===== config.mk =====
export PLATFORM = sky130hd
export DESIGN_NAME = lsb_stego_deframer_unit
export DESIGN_NICKNAME = d
export VERILOG_FILES = /design/src/hw/rtl/lsd_pkg.sv /design/src/hw/rtl/lsd_cfg_regs.sv /design/src/hw/rtl/lsd_parser.sv /design/src/hw/rtl/lsd_out_stage.sv /design/src/hw/rtl/lsb_stego_deframer_unit.sv
export VERILOG_INCLUDE_DIRS = /design/src /design/src/hw/rtl
export SDC_FILE = /design/constraint.sdc
export NUM_CORES = 1
export LEC_CHECK = 0
export BUFFER_PORTS_ARGS = -buffer_cell sky130_fd_sc_hd__buf_2
export CAP_MARGIN = 10
export CORE_UTILIZATION = 60
export DETAILED_ROUTE_END_ITERATION = 10
export PLACE_DENSITY = 0.77
export SYNTH_ARGS = -nofsm -noshare
export SYNTH_HDL_FRONTEND = slang
export SYNTH_HIERARCHICAL = 1
export SYNTH_SLANG_ARGS = --single-unit
export TNS_END_PERCENT = 100

===== constraint.sdc =====
create_clock -name clk -period 7.1 [get_ports clk]
set_input_delay 0.355 -clock clk [delete_from_list [all_inputs] [get_ports clk]]
set_output_delay 0.355 -clock clk [all_outputs]
set_load 0.03 [all_outputs]

===== src/hw/rtl/lsb_stego_deframer_unit_defines.svh =====
// Assertion macros used by the deframer parser RTL.
`ifndef LSB_STEGO_DEFRAMER_UNIT_DEFINES_SVH
`define LSB_STEGO_DEFRAMER_UNIT_DEFINES_SVH

`ifndef SYNTH

`define LSD_ASSERT_IMP(lbl, ante, cons) \
  lbl: assert property (@(posedge clk) disable iff (!rst_n) (ante) |-> (cons)) \
    else $error("lsd assertion failed");

`define LSD_ASSERT_NXT(lbl, ante, cons) \
  lbl: assert property (@(posedge clk) disable iff (!rst_n) (ante) |=> (cons)) \
    else $error("lsd assertion failed");

`else

`define LSD_ASSERT_IMP(lbl, ante, cons)

`define LSD_ASSERT_NXT(lbl, ante, cons)

`endif

`endif


===== src/hw/rtl/lsd_pkg.sv =====
// Types and constants for the LSB stego deframer.
`timescale 1ns / 1ps
package lsd_pkg;

  typedef enum logic [2:0] {
    PH_HEADER  = 3'd0,
    PH_MAGIC   = 3'd1,
    PH_EXTLEN  = 3'd2,
    PH_EXTBYTE = 3'd3,
    PH_PAYLEN  = 3'd4,
    PH_PAYBYTE = 3'd5,
    PH_DONE    = 3'd6,
    PH_HALT    = 3'd7
  } phase_t;

  typedef enum logic [2:0] {
    K_EXT      = 3'd0,
    K_PAY      = 3'd1,
    K_EXTLEN   = 3'd2,
    K_PAYLEN   = 3'd3,
    K_MISMATCH = 3'd4
  } kind_t;

  localparam logic [1:0] CFG_HEADER_SKIP = 2'd0;
  localparam logic [1:0] CFG_MAGIC_CNT   = 2'd1;
  localparam logic [1:0] CFG_MAGIC_WORD  = 2'd2;

  localparam logic [7:0]  HEADER_SKIP_RST = 8'd54;
  localparam logic [3:0]  MAGIC_CNT_RST   = 4'd2;
  localparam logic [63:0] MAGIC_WORD_RST  = 64'h0000_0000_0000_2A23;
  localparam logic [3:0]  MAGIC_CNT_MAX   = 4'd8;
  localparam logic [5:0]  LEN_BITS        = 6'd32;
  localparam logic [5:0]  BYTE_BITS       = 6'd8;

  typedef struct packed {
    logic [7:0]  header_skip;
    logic [3:0]  magic_cnt;
    logic [63:0] magic_word;
  } cfg_t;

  typedef struct packed {
    kind_t       kind;
    logic [31:0] value;
    logic        last;
  } res_t;

endpackage


===== src/hw/rtl/lsd_cfg_regs.sv =====
// Configuration register file for the deframer.
`timescale 1ns / 1ps
module lsd_cfg_regs (
  input  logic               clk,
  input  logic               rst_n,
  input  logic               cfg_valid,
  output logic               cfg_ready,
  input  logic [1:0]         cfg_index,
  input  logic [63:0]        cfg_data,
  output lsd_pkg::cfg_t      cfg
);

  lsd_pkg::cfg_t cfg_r;

  assign cfg_ready = 1'b1;
  assign cfg       = cfg_r;

  always_ff @(posedge clk) begin
    if (!rst_n) begin
      cfg_r.header_skip <= lsd_pkg::HEADER_SKIP_RST;
      cfg_r.magic_cnt   <= lsd_pkg::MAGIC_CNT_RST;
      cfg_r.magic_word  <= lsd_pkg::MAGIC_WORD_RST;
    end else if (cfg_valid) begin
      unique case (cfg_index)
        lsd_pkg::CFG_HEADER_SKIP: cfg_r.header_skip <= cfg_data[7:0];
        lsd_pkg::CFG_MAGIC_CNT:   cfg_r.magic_cnt   <= cfg_data[3:0];
        lsd_pkg::CFG_MAGIC_WORD:  cfg_r.magic_word  <= cfg_data;
        default: ;
      endcase
    end
  end

endmodule


===== src/hw/rtl/lsd_parser.sv =====
// Input register, frame parse state and single-pass step logic.
`timescale 1ns / 1ps
`include "lsb_stego_deframer_unit_defines.svh"
module lsd_parser (
  input  logic           clk,
  input  logic           rst_n,
  input  lsd_pkg::cfg_t  cfg,
  input  logic           in_valid,
  output logic           in_ready,
  input  logic           in_bit,
  input  logic           in_fs,
  output logic           res_valid,
  input  logic           res_ready,
  output lsd_pkg::res_t  res
);

  logic in_v_r, in_bit_r, in_fs_r;

  lsd_pkg::phase_t phase_r, phase_nxt;
  logic [7:0]  skip_r, skip_nxt;
  logic [31:0] acc_r, acc_nxt, acc_full;
  logic [4:0]  bc_r, bc_nxt;
  logic [31:0] rem_r, rem_nxt;
  logic [2:0]  midx_r, midx_nxt;
  logic        mok_r, mok_nxt;

  logic [3:0]  mlen;
  logic [7:0]  expect_byte;
  logic        go, need_long, more, emit;
  logic [5:0]  bc_inc;
  logic        step;

  assign step     = in_v_r && res_ready;
  assign in_ready = !in_v_r || res_ready;

  assign mlen = (cfg.magic_cnt > lsd_pkg::MAGIC_CNT_MAX) ? lsd_pkg::MAGIC_CNT_MAX
                                                         : cfg.magic_cnt;

  always_comb begin
    phase_nxt = phase_r;
    skip_nxt  = skip_r;
    acc_nxt   = acc_r;
    bc_nxt    = bc_r;
    rem_nxt   = rem_r;
    midx_nxt  = midx_r;
    mok_nxt   = mok_r;
    if (in_fs_r) begin
      phase_nxt = lsd_pkg::PH_HEADER;
      skip_nxt  = '0;
      acc_nxt   = '0;
      bc_nxt    = '0;
      rem_nxt   = '0;
      midx_nxt  = '0;
      mok_nxt   = 1'b1;
    end

    emit       = 1'b0;
    res.kind   = lsd_pkg::K_EXT;
    res.value  = '0;
    res.last   = 1'b0;
    go         = 1'b1;

    if (phase_nxt == lsd_pkg::PH_HEADER) begin
      if (skip_nxt < cfg.header_skip) begin
        skip_nxt = skip_nxt + 8'd1;
        go       = 1'b0;
      end else begin
        phase_nxt = (mlen == 4'd0) ? lsd_pkg::PH_EXTLEN : lsd_pkg::PH_MAGIC;
      end
    end
    if (phase_nxt == lsd_pkg::PH_DONE || phase_nxt == lsd_pkg::PH_HALT) go = 1'b0;

    need_long   = (phase_nxt == lsd_pkg::PH_EXTLEN) || (phase_nxt == lsd_pkg::PH_PAYLEN);
    acc_full    = acc_nxt | (32'(in_bit_r) << bc_nxt);
    bc_inc      = {1'b0, bc_nxt} + 6'd1;
    more        = bc_inc < (need_long ? lsd_pkg::LEN_BITS : lsd_pkg::BYTE_BITS);
    expect_byte = cfg.magic_word[{midx_nxt, 3'b000} +: 8];

    if (go) begin
      if (more) begin
        acc_nxt = acc_full;
        bc_nxt  = bc_inc[4:0];
      end else begin
        acc_nxt = '0;
        bc_nxt  = '0;
        case (phase_nxt)
          lsd_pkg::PH_MAGIC: begin
            if (acc_full != {24'd0, expect_byte}) mok_nxt = 1'b0;
            if ({1'b0, midx_nxt} + 4'd1 < mlen) begin
              midx_nxt = midx_nxt + 3'd1;
            end else begin
              midx_nxt = '0;
              if (!mok_nxt) begin
                phase_nxt = lsd_pkg::PH_HALT;
                emit      = 1'b1;
                res.kind  = lsd_pkg::K_MISMATCH;
              end else begin
                phase_nxt = lsd_pkg::PH_EXTLEN;
              end
            end
          end
          lsd_pkg::PH_EXTLEN: begin
            rem_nxt   = acc_full;
            phase_nxt = (acc_full == '0) ? lsd_pkg::PH_PAYLEN : lsd_pkg::PH_EXTBYTE;
            emit      = 1'b1;
            res.kind  = lsd_pkg::K_EXTLEN;
            res.value = acc_full;
          end
          lsd_pkg::PH_EXTBYTE: begin
            rem_nxt   = rem_nxt - 32'd1;
            if (rem_nxt == '0) phase_nxt = lsd_pkg::PH_PAYLEN;
            emit      = 1'b1;
            res.kind  = lsd_pkg::K_EXT;
            res.value = acc_full;
          end
          lsd_pkg::PH_PAYLEN: begin
            rem_nxt   = acc_full;
            phase_nxt = (acc_full == '0) ? lsd_pkg::PH_DONE : lsd_pkg::PH_PAYBYTE;
            emit      = 1'b1;
            res.kind  = lsd_pkg::K_PAYLEN;
            res.value = acc_full;
            res.last  = (acc_full == '0);
          end
          lsd_pkg::PH_PAYBYTE: begin
            rem_nxt   = rem_nxt - 32'd1;
            emit      = 1'b1;
            res.kind  = lsd_pkg::K_PAY;
            res.value = acc_full;
            if (rem_nxt == '0) begin
              phase_nxt = lsd_pkg::PH_DONE;
              res.last  = 1'b1;
            end
          end
          default: ;
        endcase
      end
    end
  end

  assign res_valid = in_v_r && emit;

  always_ff @(posedge clk) begin
    if (!rst_n) begin
      in_v_r <= 1'b0;
    end else if (in_ready) begin
      in_v_r <= in_valid;
    end
  end

  always_ff @(posedge clk) begin
    if (in_ready && in_valid) begin
      in_bit_r <= in_bit;
      in_fs_r  <= in_fs;
    end
  end

  always_ff @(posedge clk) begin
    if (!rst_n) begin
      phase_r <= lsd_pkg::PH_HEADER;
      skip_r  <= '0;
      acc_r   <= '0;
      bc_r    <= '0;
      rem_r   <= '0;
      midx_r  <= '0;
      mok_r   <= 1'b1;
    end else if (step) begin
      phase_r <= phase_nxt;
      skip_r  <= skip_nxt;
      acc_r   <= acc_nxt;
      bc_r    <= bc_nxt;
      rem_r   <= rem_nxt;
      midx_r  <= midx_nxt;
      mok_r   <= mok_nxt;
    end
  end

  `LSD_ASSERT_IMP(a_paylen_last, res_valid && res.kind == lsd_pkg::K_PAYLEN, res.last == (res.value == '0))
  `LSD_ASSERT_NXT(a_mismatch_halts, step && res_valid && res.kind == lsd_pkg::K_MISMATCH, phase_r == lsd_pkg::PH_HALT)
  `LSD_ASSERT_IMP(a_byte_bitcount, !(phase_r == lsd_pkg::PH_EXTLEN || phase_r == lsd_pkg::PH_PAYLEN), bc_r < 5'd8)
  `LSD_ASSERT_IMP(a_magic_idx_idle, phase_r != lsd_pkg::PH_MAGIC, midx_r == 3'd0)

endmodule


===== src/hw/rtl/lsd_out_stage.sv =====
// Result register on the output stream.
`timescale 1ns / 1ps
module lsd_out_stage (
  input  logic           clk,
  input  logic           rst_n,
  input  logic           res_valid,
  output logic           res_ready,
  input  lsd_pkg::res_t  res,
  output logic           out_tvalid,
  input  logic           out_tready,
  output logic [31:0]    out_tdata,
  output logic [2:0]     out_tuser,
  output logic           out_tlast
);

  logic          out_v_r;
  lsd_pkg::res_t out_r;

  assign res_ready  = !out_v_r || out_tready;
  assign out_tvalid = out_v_r;
  assign out_tdata  = out_r.value;
  assign out_tuser  = out_r.kind;
  assign out_tlast  = out_r.last;

  always_ff @(posedge clk) begin
    if (!rst_n) begin
      out_v_r <= 1'b0;
    end else if (res_ready) begin
      out_v_r <= res_valid;
    end
  end

  always_ff @(posedge clk) begin
    if (res_ready && res_valid) begin
      out_r <= res;
    end
  end

endmodule


===== src/hw/rtl/lsb_stego_deframer_unit.sv =====
// Top level of the LSB stego deframer.
//
//  channel | direction | carries
//  in_     | slave     | tdata: pixel_byte[7:0]; tuser: frame_start[0]
//  out_    | master    | tdata: value[31:0]; tuser: kind[2:0]; tlast: last
//  cfg_    | slave     | index 0 header_skip, 1 magic_cnt, 2 magic_word
//
// One image byte per cycle while the output is not stalled: input register, one
// pass of parse logic, result register; at most one result per byte.
// Reset is synchronous: parse state returns to header skip, registers to defaults.
// A stalled output holds its result; input keeps flowing while the output
// register is free or being drained in the same cycle.
`timescale 1ns / 1ps
module lsb_stego_deframer_unit (
  input  logic        clk,
  input  logic        rst_n,
  input  logic        in_tvalid,
  output logic        in_tready,
  input  logic [7:0]  in_tdata,   // pixel_byte[7:0]
  input  logic [0:0]  in_tuser,   // frame_start[0]
  output logic        out_tvalid,
  input  logic        out_tready,
  output logic [31:0] out_tdata,  // value[31:0]
  output logic [2:0]  out_tuser,  // kind[2:0]
  output logic        out_tlast,
  input  logic        cfg_valid,
  output logic        cfg_ready,
  input  logic [1:0]  cfg_index,
  input  logic [63:0] cfg_data
);

  lsd_pkg::cfg_t cfg;
  lsd_pkg::res_t res;
  logic          res_valid, res_ready;

  lsd_cfg_regs u_cfg (
    .clk       (clk),
    .rst_n     (rst_n),
    .cfg_valid (cfg_valid),
    .cfg_ready (cfg_ready),
    .cfg_index (cfg_index),
    .cfg_data  (cfg_data),
    .cfg       (cfg)
  );

  lsd_parser u_parser (
    .clk       (clk),
    .rst_n     (rst_n),
    .cfg       (cfg),
    .in_valid  (in_tvalid),
    .in_ready  (in_tready),
    .in_bit    (in_tdata[0]),
    .in_fs     (in_tuser[0]),
    .res_valid (res_valid),
    .res_ready (res_ready),
    .res       (res)
  );

  lsd_out_stage u_out (
    .clk        (clk),
    .rst_n      (rst_n),
    .res_valid  (res_valid),
    .res_ready  (res_ready),
    .res        (res),
    .out_tvalid (out_tvalid),
    .out_tready (out_tready),
    .out_tdata  (out_tdata),
    .out_tuser  (out_tuser),
    .out_tlast  (out_tlast)
  );

endmodule


Word level (Yosys, flattened, before mapping)
Cells that the tools add are included.
- reductions and logical operators: 23
- $lt $le $gt $ge: 4
- multiplexer cells: 54
- shifts and indexed selects: 2
- bitwise gates (word level): 3
- add/sub/neg operators: 5
- equal/unequal tests: 10
- operators with widths (cell ; count):
    32-bit 2-to-1 mux ; 6
    32-bit zero test ; 2
    32-bit one-hot mux with 2 select lines ; 1
    64-bit by 7-bit variable part select with 8-bit output ; 1
    3-bit 2-to-1 mux ; 17
    32-bit by 8-bit inequality test with 1-bit output ; 1
    32-bit OR ; 1
    1-bit by 5-bit left shift with 32-bit output ; 1
    32-bit by 1-bit subtractor with 32-bit output, second input constant ; 1
    8-bit 2-to-1 mux ; 3
    1-bit 2-to-1 mux ; 16
    5-bit 2-to-1 mux ; 3
    3-bit one-hot mux with 5 select lines ; 1
    3-bit == test, second input constant ; 4
    3-bit one-hot mux with 4 select lines ; 1
    8-bit by 1-bit adder with 8-bit output, second input constant ; 1
    8-bit less-than comparator ; 1
    5-bit by 1-bit adder with 6-bit output, second input constant ; 1
    3-bit by 2-bit == test with 1-bit output, second input constant ; 2
    6-bit less-than comparator ; 1
    6-bit 2-to-1 mux ; 1
    2-bit AND reduction ; 3
    2-bit OR reduction ; 3
    3-bit by 1-bit adder with 4-bit output, second input constant ; 1
    18 further kinds ; 28
- register bits after elaboration: 200
- bits of input ports: 80

Depth between registers and ports, before layout
- word-level depth: 19
- depth in mapped cells: 25

Hierarchy
Netlist, hierarchy kept.
- modules (own cells, without submodules) (module ; area an instance (um2) ; instances ; cells each ; sequential area each (um2)):
    lsd_parser ; 7079.3 ; 1 ; 950 ; 1761.7
    lsd_cfg_regs ; 3154.3 ; 1 ; 327 ; 1521.5
    lsd_out_stage ; 1138.6 ; 1 ; 41 ; 1101.1

Worst setup path after synthesis
OpenSTA, ideal clock, no wires.
- path type: register to register
- start point: reg u_parser.in_fs_r
- end point: reg u_parser.rem_r[7]
- required time: 6.983 ns
- path slack: 1.657 ns
- path buffers: 9
- clock period less this slack: 5.443 ns
- data arrival time: 5.325 ns
- stages on the path, launching flop included: 24
- cells stage by stage: edfxtp_1 -> clkbuf_1 -> clkbuf_1 -> clkbuf_1 -> clkbuf_1 -> buf_1 -> clkbuf_1 -> nor2b_1 -> ha_1 -> o211a_1 -> o21ai_1 -> a21oi_1 -> o221ai_1 -> o31ai_1 -> inv_1 -> ha_1 -> o41ai_2 -> a211o_1 -> buf_2 -> nand2b_1 -> clkbuf_1 -> buf_1 -> o22ai_1 -> a32o_1
- longest elaborated chain between the ends: 10
- ends and longest elaborated chain (element ; RTL line ; source):
    start: declaration ; lsd_parser.sv:17 ; logic in_v_r, in_bit_r, in_fs_r;
    start signal: assignment ; lsd_parser.sv:153 ; in_fs_r <= in_fs;
    8-bit 2-to-1 mux ; lsd_parser.sv:47 ; if (in_fs_r) begin
    8-bit less-than comparator ; lsd_parser.sv:64 ; if (skip_nxt < cfg.header_skip) begin
    3-bit 2-to-1 mux ; lsd_parser.sv:64 ;
    3-bit 2-to-1 mux ; lsd_parser.sv:63 ; if (phase_nxt == lsd_pkg::PH_HEADER) begin
    3-bit by 2-bit == test with 1-bit output / 3-bit == test (equally long branches) ; lsd_parser.sv:73, lsd_parser.sv:86 ;
    1-bit logical OR ; lsd_parser.sv:73 ; need_long = (phase_nxt == lsd_pkg::PH_EXTLEN) || (phase_nxt == lsd_pkg::PH_PAYLEN);
    6-bit 2-to-1 mux ; lsd_parser.sv:76 ; more = bc_inc < (need_long ? lsd_pkg::LEN_BITS : lsd_pkg::BYTE_BITS);
    6-bit less-than comparator ; lsd_parser.sv:76 ;
    32-bit 2-to-1 mux ; lsd_parser.sv:80 ; if (more) begin
    32-bit 2-to-1 mux * ; lsd_parser.sv:79 ; if (go) begin
    end signal: assignment ; lsd_parser.sv:171 ; rem_r <= rem_nxt;
    end: declaration ; lsd_parser.sv:23 ; logic [31:0] rem_r, rem_nxt;
Every way passes the cells marked *; elsewhere a longest branch is shown, timed or not.
A chain may end at the register's enable or synchronous reset.

Worst setup path after layout
- start point: reg u_parser.in_fs_r
- end point: reg u_parser.rem_r[31]
The elaborated chain is that of the path after synthesis.

==> flow_summary_export.csv <==
group,metric,value,unit
sta,post-route-period-util,70.3,%
sta,finalHoldViolCount,0,
sta,max_slew_margin,10.5,%
job,cap_violations,0,
logic_synthesis,synth_async_sr_flop_share,0,%
pwr,p_int,1.74,mW
pwr,switchingPower,583,uW
grt,grt_pass1_vias,9423,
clocking,htreeDepth,4,
die,core,18300,um^2
logic_synthesis,synthFlopType,"dfxtp_1",
pwr,p_total,2.32,mW
logic_synthesis,ys_ff_latch,200,
placed_design,io_buffers,110,
clocking,cts_buffer_depth,2,
detailed_routing,first_iter_violations,1093,
logic_synthesis,synth_compound_area_share,18.9,%
clocking,cts_tree,"yes",
detailed_routing,drc_errors,0,
detailed_routing,drt_first_pass_iters,6,
die,ios,119,
grt,grt_pass1_wl,47200,um
critical_path,path_cells,"nor2b_1, ha_1, o211a_1, o21ai_1, a21oi_1, o221ai_1, o31ai_1, inv_1, ha_1, or2_2, o41ai_2, a211o_1, buf_4, nor2b_1, o21ai_0, o21ai_0, a22o_1",
die,die_area,19500,um^2
clocking,cts_inserted_buffers,17,
logic_synthesis,syn_nets,1414,
layout,multi_input_area,6290,um^2
grt,grt_use_total,30.4,%
critical_path,cp_max_fo,37,
critical_path,cp-start-kind,"register",
grt,grt_max_degree,126,
critical_path,critical_path.top_delay_family,"compound AO/OA/AOI/OAI gates",
die,rows,49,
layout,final_cells,1591,
sta,finalSetupTns,0,ns
clocking,cts.clk_slew.worst_paths,0.07,ns
logic_synthesis,synth_area,11400,um^2
critical_path,cp_data_arrival_time,5.37,ns
grt,overflow,0,
logic_synthesis,synth_edf_count,38,
worst_hold_path,min_path_type,"primary input to register",
pwr,peakVddDrop,0.000174,V
critical_path,cp_data_required_time,7.48,ns
logic_synthesis,avgSynthCellArea,8.63,um^2
layout,seqCellArea,4380,um^2
placed_design,place_hpwl,19800,um
sta,max_freq,0.200,GHz
detailed_routing,viasPerCell,6.31,
sta,finalSetupViolCount,0,
die,die_h,140,um
sta,maxSlewViolCount,0,
logic_synthesis,synthMuxAreaShare,8.47,%
clocking,postCtsSetupRepairBufs,0,
detailed_routing,final_antenna_net_count,0,
sta,tightest_slew,1.34,ns
pwr,power_leakage,4.78,nW
layout,diodes,0,
placed_design,dp_cells,1559,
critical_path,slowest_stage,"nor2b_1",
logic_synthesis,netlist_instances,1318,
placed_design,gp_congestion,0.947,
pwr,clkPwrFrac,41.9,%
layout,nets,1445,
grt,antenna_found_initial,0,
sta,period_minus_slack,4.99,ns
clocking,cts.sinks,200,
detailed_routing,drt-total-wl,29400,um
critical_path,cp_num_buf_inv,2,
pwr,power_frac_comb,7.3,%
clocking,hold_buffers,0,
logic_synthesis,synthAdderAreaFrac,1.76,%
die,initial_utilization,62.2,%
logic_synthesis,ys_seq_area_share,38.6,%
pwr,p_seq_share,50.9,%
layout,post-route-util,67.4,%
clocking,ctsResizeCount,0,
detailed_routing,vias,10041,
detailed_routing,drt-wirelength-per-cell,18.5,um
clocking,cts_root_buffer,"clkbuf_16",
status,outcome,"finished clean",
critical_path,slowest_delay,1.06,ns
critical_path,crit_type,"register to register",
pwr,p_per_area,189,nW/um^2
logic_synthesis,synthSimpleGateAreaFrac,23.4,%
pwr,switching_share,25.1,%
logic_synthesis,synth_top_family_by_area,"simple AND/OR/NAND/NOR gates",
critical_path,setup.worst_path.end_class,"register",
layout,num-fill-cells,1566,
clocking,clk_latency,0.44,ns
logic_synthesis,netlist-cell-type-count,89,
sta,skew,0.00894,ns
sta,rsz0062_at_grt,"no",
layout,drive_above_1_share,14.2,%
logic_synthesis,synth_warnings,6,
die,die_x,140,um
logic_synthesis,synth_xor_area_share,2.70,%
layout,area_growth,8.25,%
## cell families (layout without fill, tap and decap cells)
kind of cell,after synthesis,after routing
mux,87,87
other cells,1,1
buf+inv,140,184
fa+ha+maj,16,16
compound gates,312,312
xor+xnor,35,35
simple gates,527,527
flops,200,200
## cell type report
type	count	share of cell area, %
clock buffers	18	3.52
clock inverters	14	1.28
inverters	30	0.915
multi-input cells	978	51.1
flip-flops and latches	200	35.6
well taps	229	2.33
repair buffers	122	5.22
## Yosys cell counts (5+ instances only)
| cell type | n | area (um^2) |
|---|---|---|
| dfxtp_1 | 162 | 3240 |
| inv_1 | 29 | 109 |
| nand4_1 | 6 | 37.5 |
| o21ai_1 | 5 | 25.0 |
| a21boi_0 | 7 | 52.6 |
| a22o_1 | 24 | 210 |
| or3_1 | 8 | 50.1 |
| buf_1 | 13 | 48.8 |
| a22oi_1 | 57 | 428 |
| buf_2 | 10 | 50.1 |
| a32o_1 | 5 | 50.1 |
| clkbuf_1 | 70 | 263 |
| nand2_1 | 205 | 769 |
| nand2b_1 | 10 | 62.6 |
| o21bai_1 | 7 | 52.6 |
| mux4_2 | 7 | 158 |
| nor4_1 | 25 | 156 |
| a32oi_1 | 7 | 61.3 |
| or4_1 | 7 | 52.6 |
| nor2_1 | 74 | 278 |
| and3_1 | 9 | 56.3 |
| and2_1 | 21 | 131 |
| o21ai_0 | 68 | 340 |
| a211oi_1 | 5 | 37.5 |
| buf_12 | 6 | 120 |
| nor3_1 | 35 | 175 |
| a21oi_1 | 50 | 250 |
| buf_6 | 7 | 78.8 |
| ha_1 | 16 | 200 |
| edfxtp_1 | 38 | 1140 |
| nor2b_1 | 66 | 413 |
| mux2i_1 | 76 | 761 |
| xnor2_1 | 23 | 201 |
| nand3_1 | 24 | 120 |
| nand4b_1 | 5 | 43.8 |
| a31oi_1 | 11 | 68.8 |
| o31ai_1 | 7 | 52.6 |
| o22ai_1 | 12 | 75.1 |
| xor2_1 | 12 | 105 |
## stage by stage
step / hold slack (ns) / instance area [um^2] / setup slack, ns
2_1_floorplan: 0.430 / 11400 / 1.66
4_1_cts: 0.0725 / 12300 / 2.21
5_1_grt: 0.0696 / 12300 / 1.74
6_report: 0.0840 / 12300 / 2.11
3_3_place_gp: 0.440 / 11700 / 2.35
3_5_place_dp: 0.447 / 11700 / 2.24
## state kept, by name, indices dropped and copies added (netlist names)
signal / count
u_out/out_tuser: 3
u_parser/phase_r: 3
u_cfg/cfg: 76
u_out/out_tdata: 32
u_parser/in_bit_r: 1
u_parser/in_fs_r: 1
u_parser/skip_r: 8
u_parser/in_v_r: 1
u_parser/rem_r: 32
u_parser/acc_r: 32
u_parser/bc_r: 5
u_out/out_tvalid: 1
u_out/out_tlast: 1
u_parser/midx_r: 3
u_parser/mok_r: 1
## power groups by stage
stage	Sequential (mW)	Clock, mW	Combinational, mW
floorplan	1.20	0	0.125
finish	1.18	0.972	0.169
global route	1.18	1.04	0.183
global placement	1.21	0	0.163
detailed placement	1.21	0	0.165
CTS	1.18	0.988	0.167
## final timing paths
check                                                 from                         endpoint  slack, ns  cells past startpoint
worst max-delay path            u_parser/in_fs_r$_DFFE_PP_  u_parser/rem_r[31]$_SDFFE_PN0P_       2.11                     17
worst min-delay path                           in_tdata[0]      u_parser/in_bit_r$_DFFE_PP_       0.08                      1
worst max register to register  u_parser/in_fs_r$_DFFE_PP_  u_parser/rem_r[31]$_SDFFE_PN0P_       2.11                     17
worst min register to register  u_cfg/cfg[12]$_SDFFE_PN0P_       u_cfg/cfg[12]$_SDFFE_PN0P_       0.46                      2
## layer usage
| layer | global-route usage [%] | wire [um] | up-vias |
|---|---|---|---|
| met2 | 51.3 | 14300 | 414 |
| li1 | - | - | 4803 |
| met5 | 0 | 0 | - |
| met1 | 37.7 | 12200 | 4743 |
| met3 | 4.68 | 1660 | 81 |
| met4 | 15.4 | 1220 | 0 |
## cell usage in the layout (no fill, tap or decap), drive strengths merged, types with 29 or more instances in the layout
master / n
nor3: 36
nor4: 29
nand2: 205
dfxtp: 162
inv: 38
o21ai: 73
buf: 122
edfxtp: 38
a22oi: 57
nor2b: 66
nor2: 74
a21oi: 50
mux2i: 76
No activity file was read; power rests on OpenSTA's default activity.
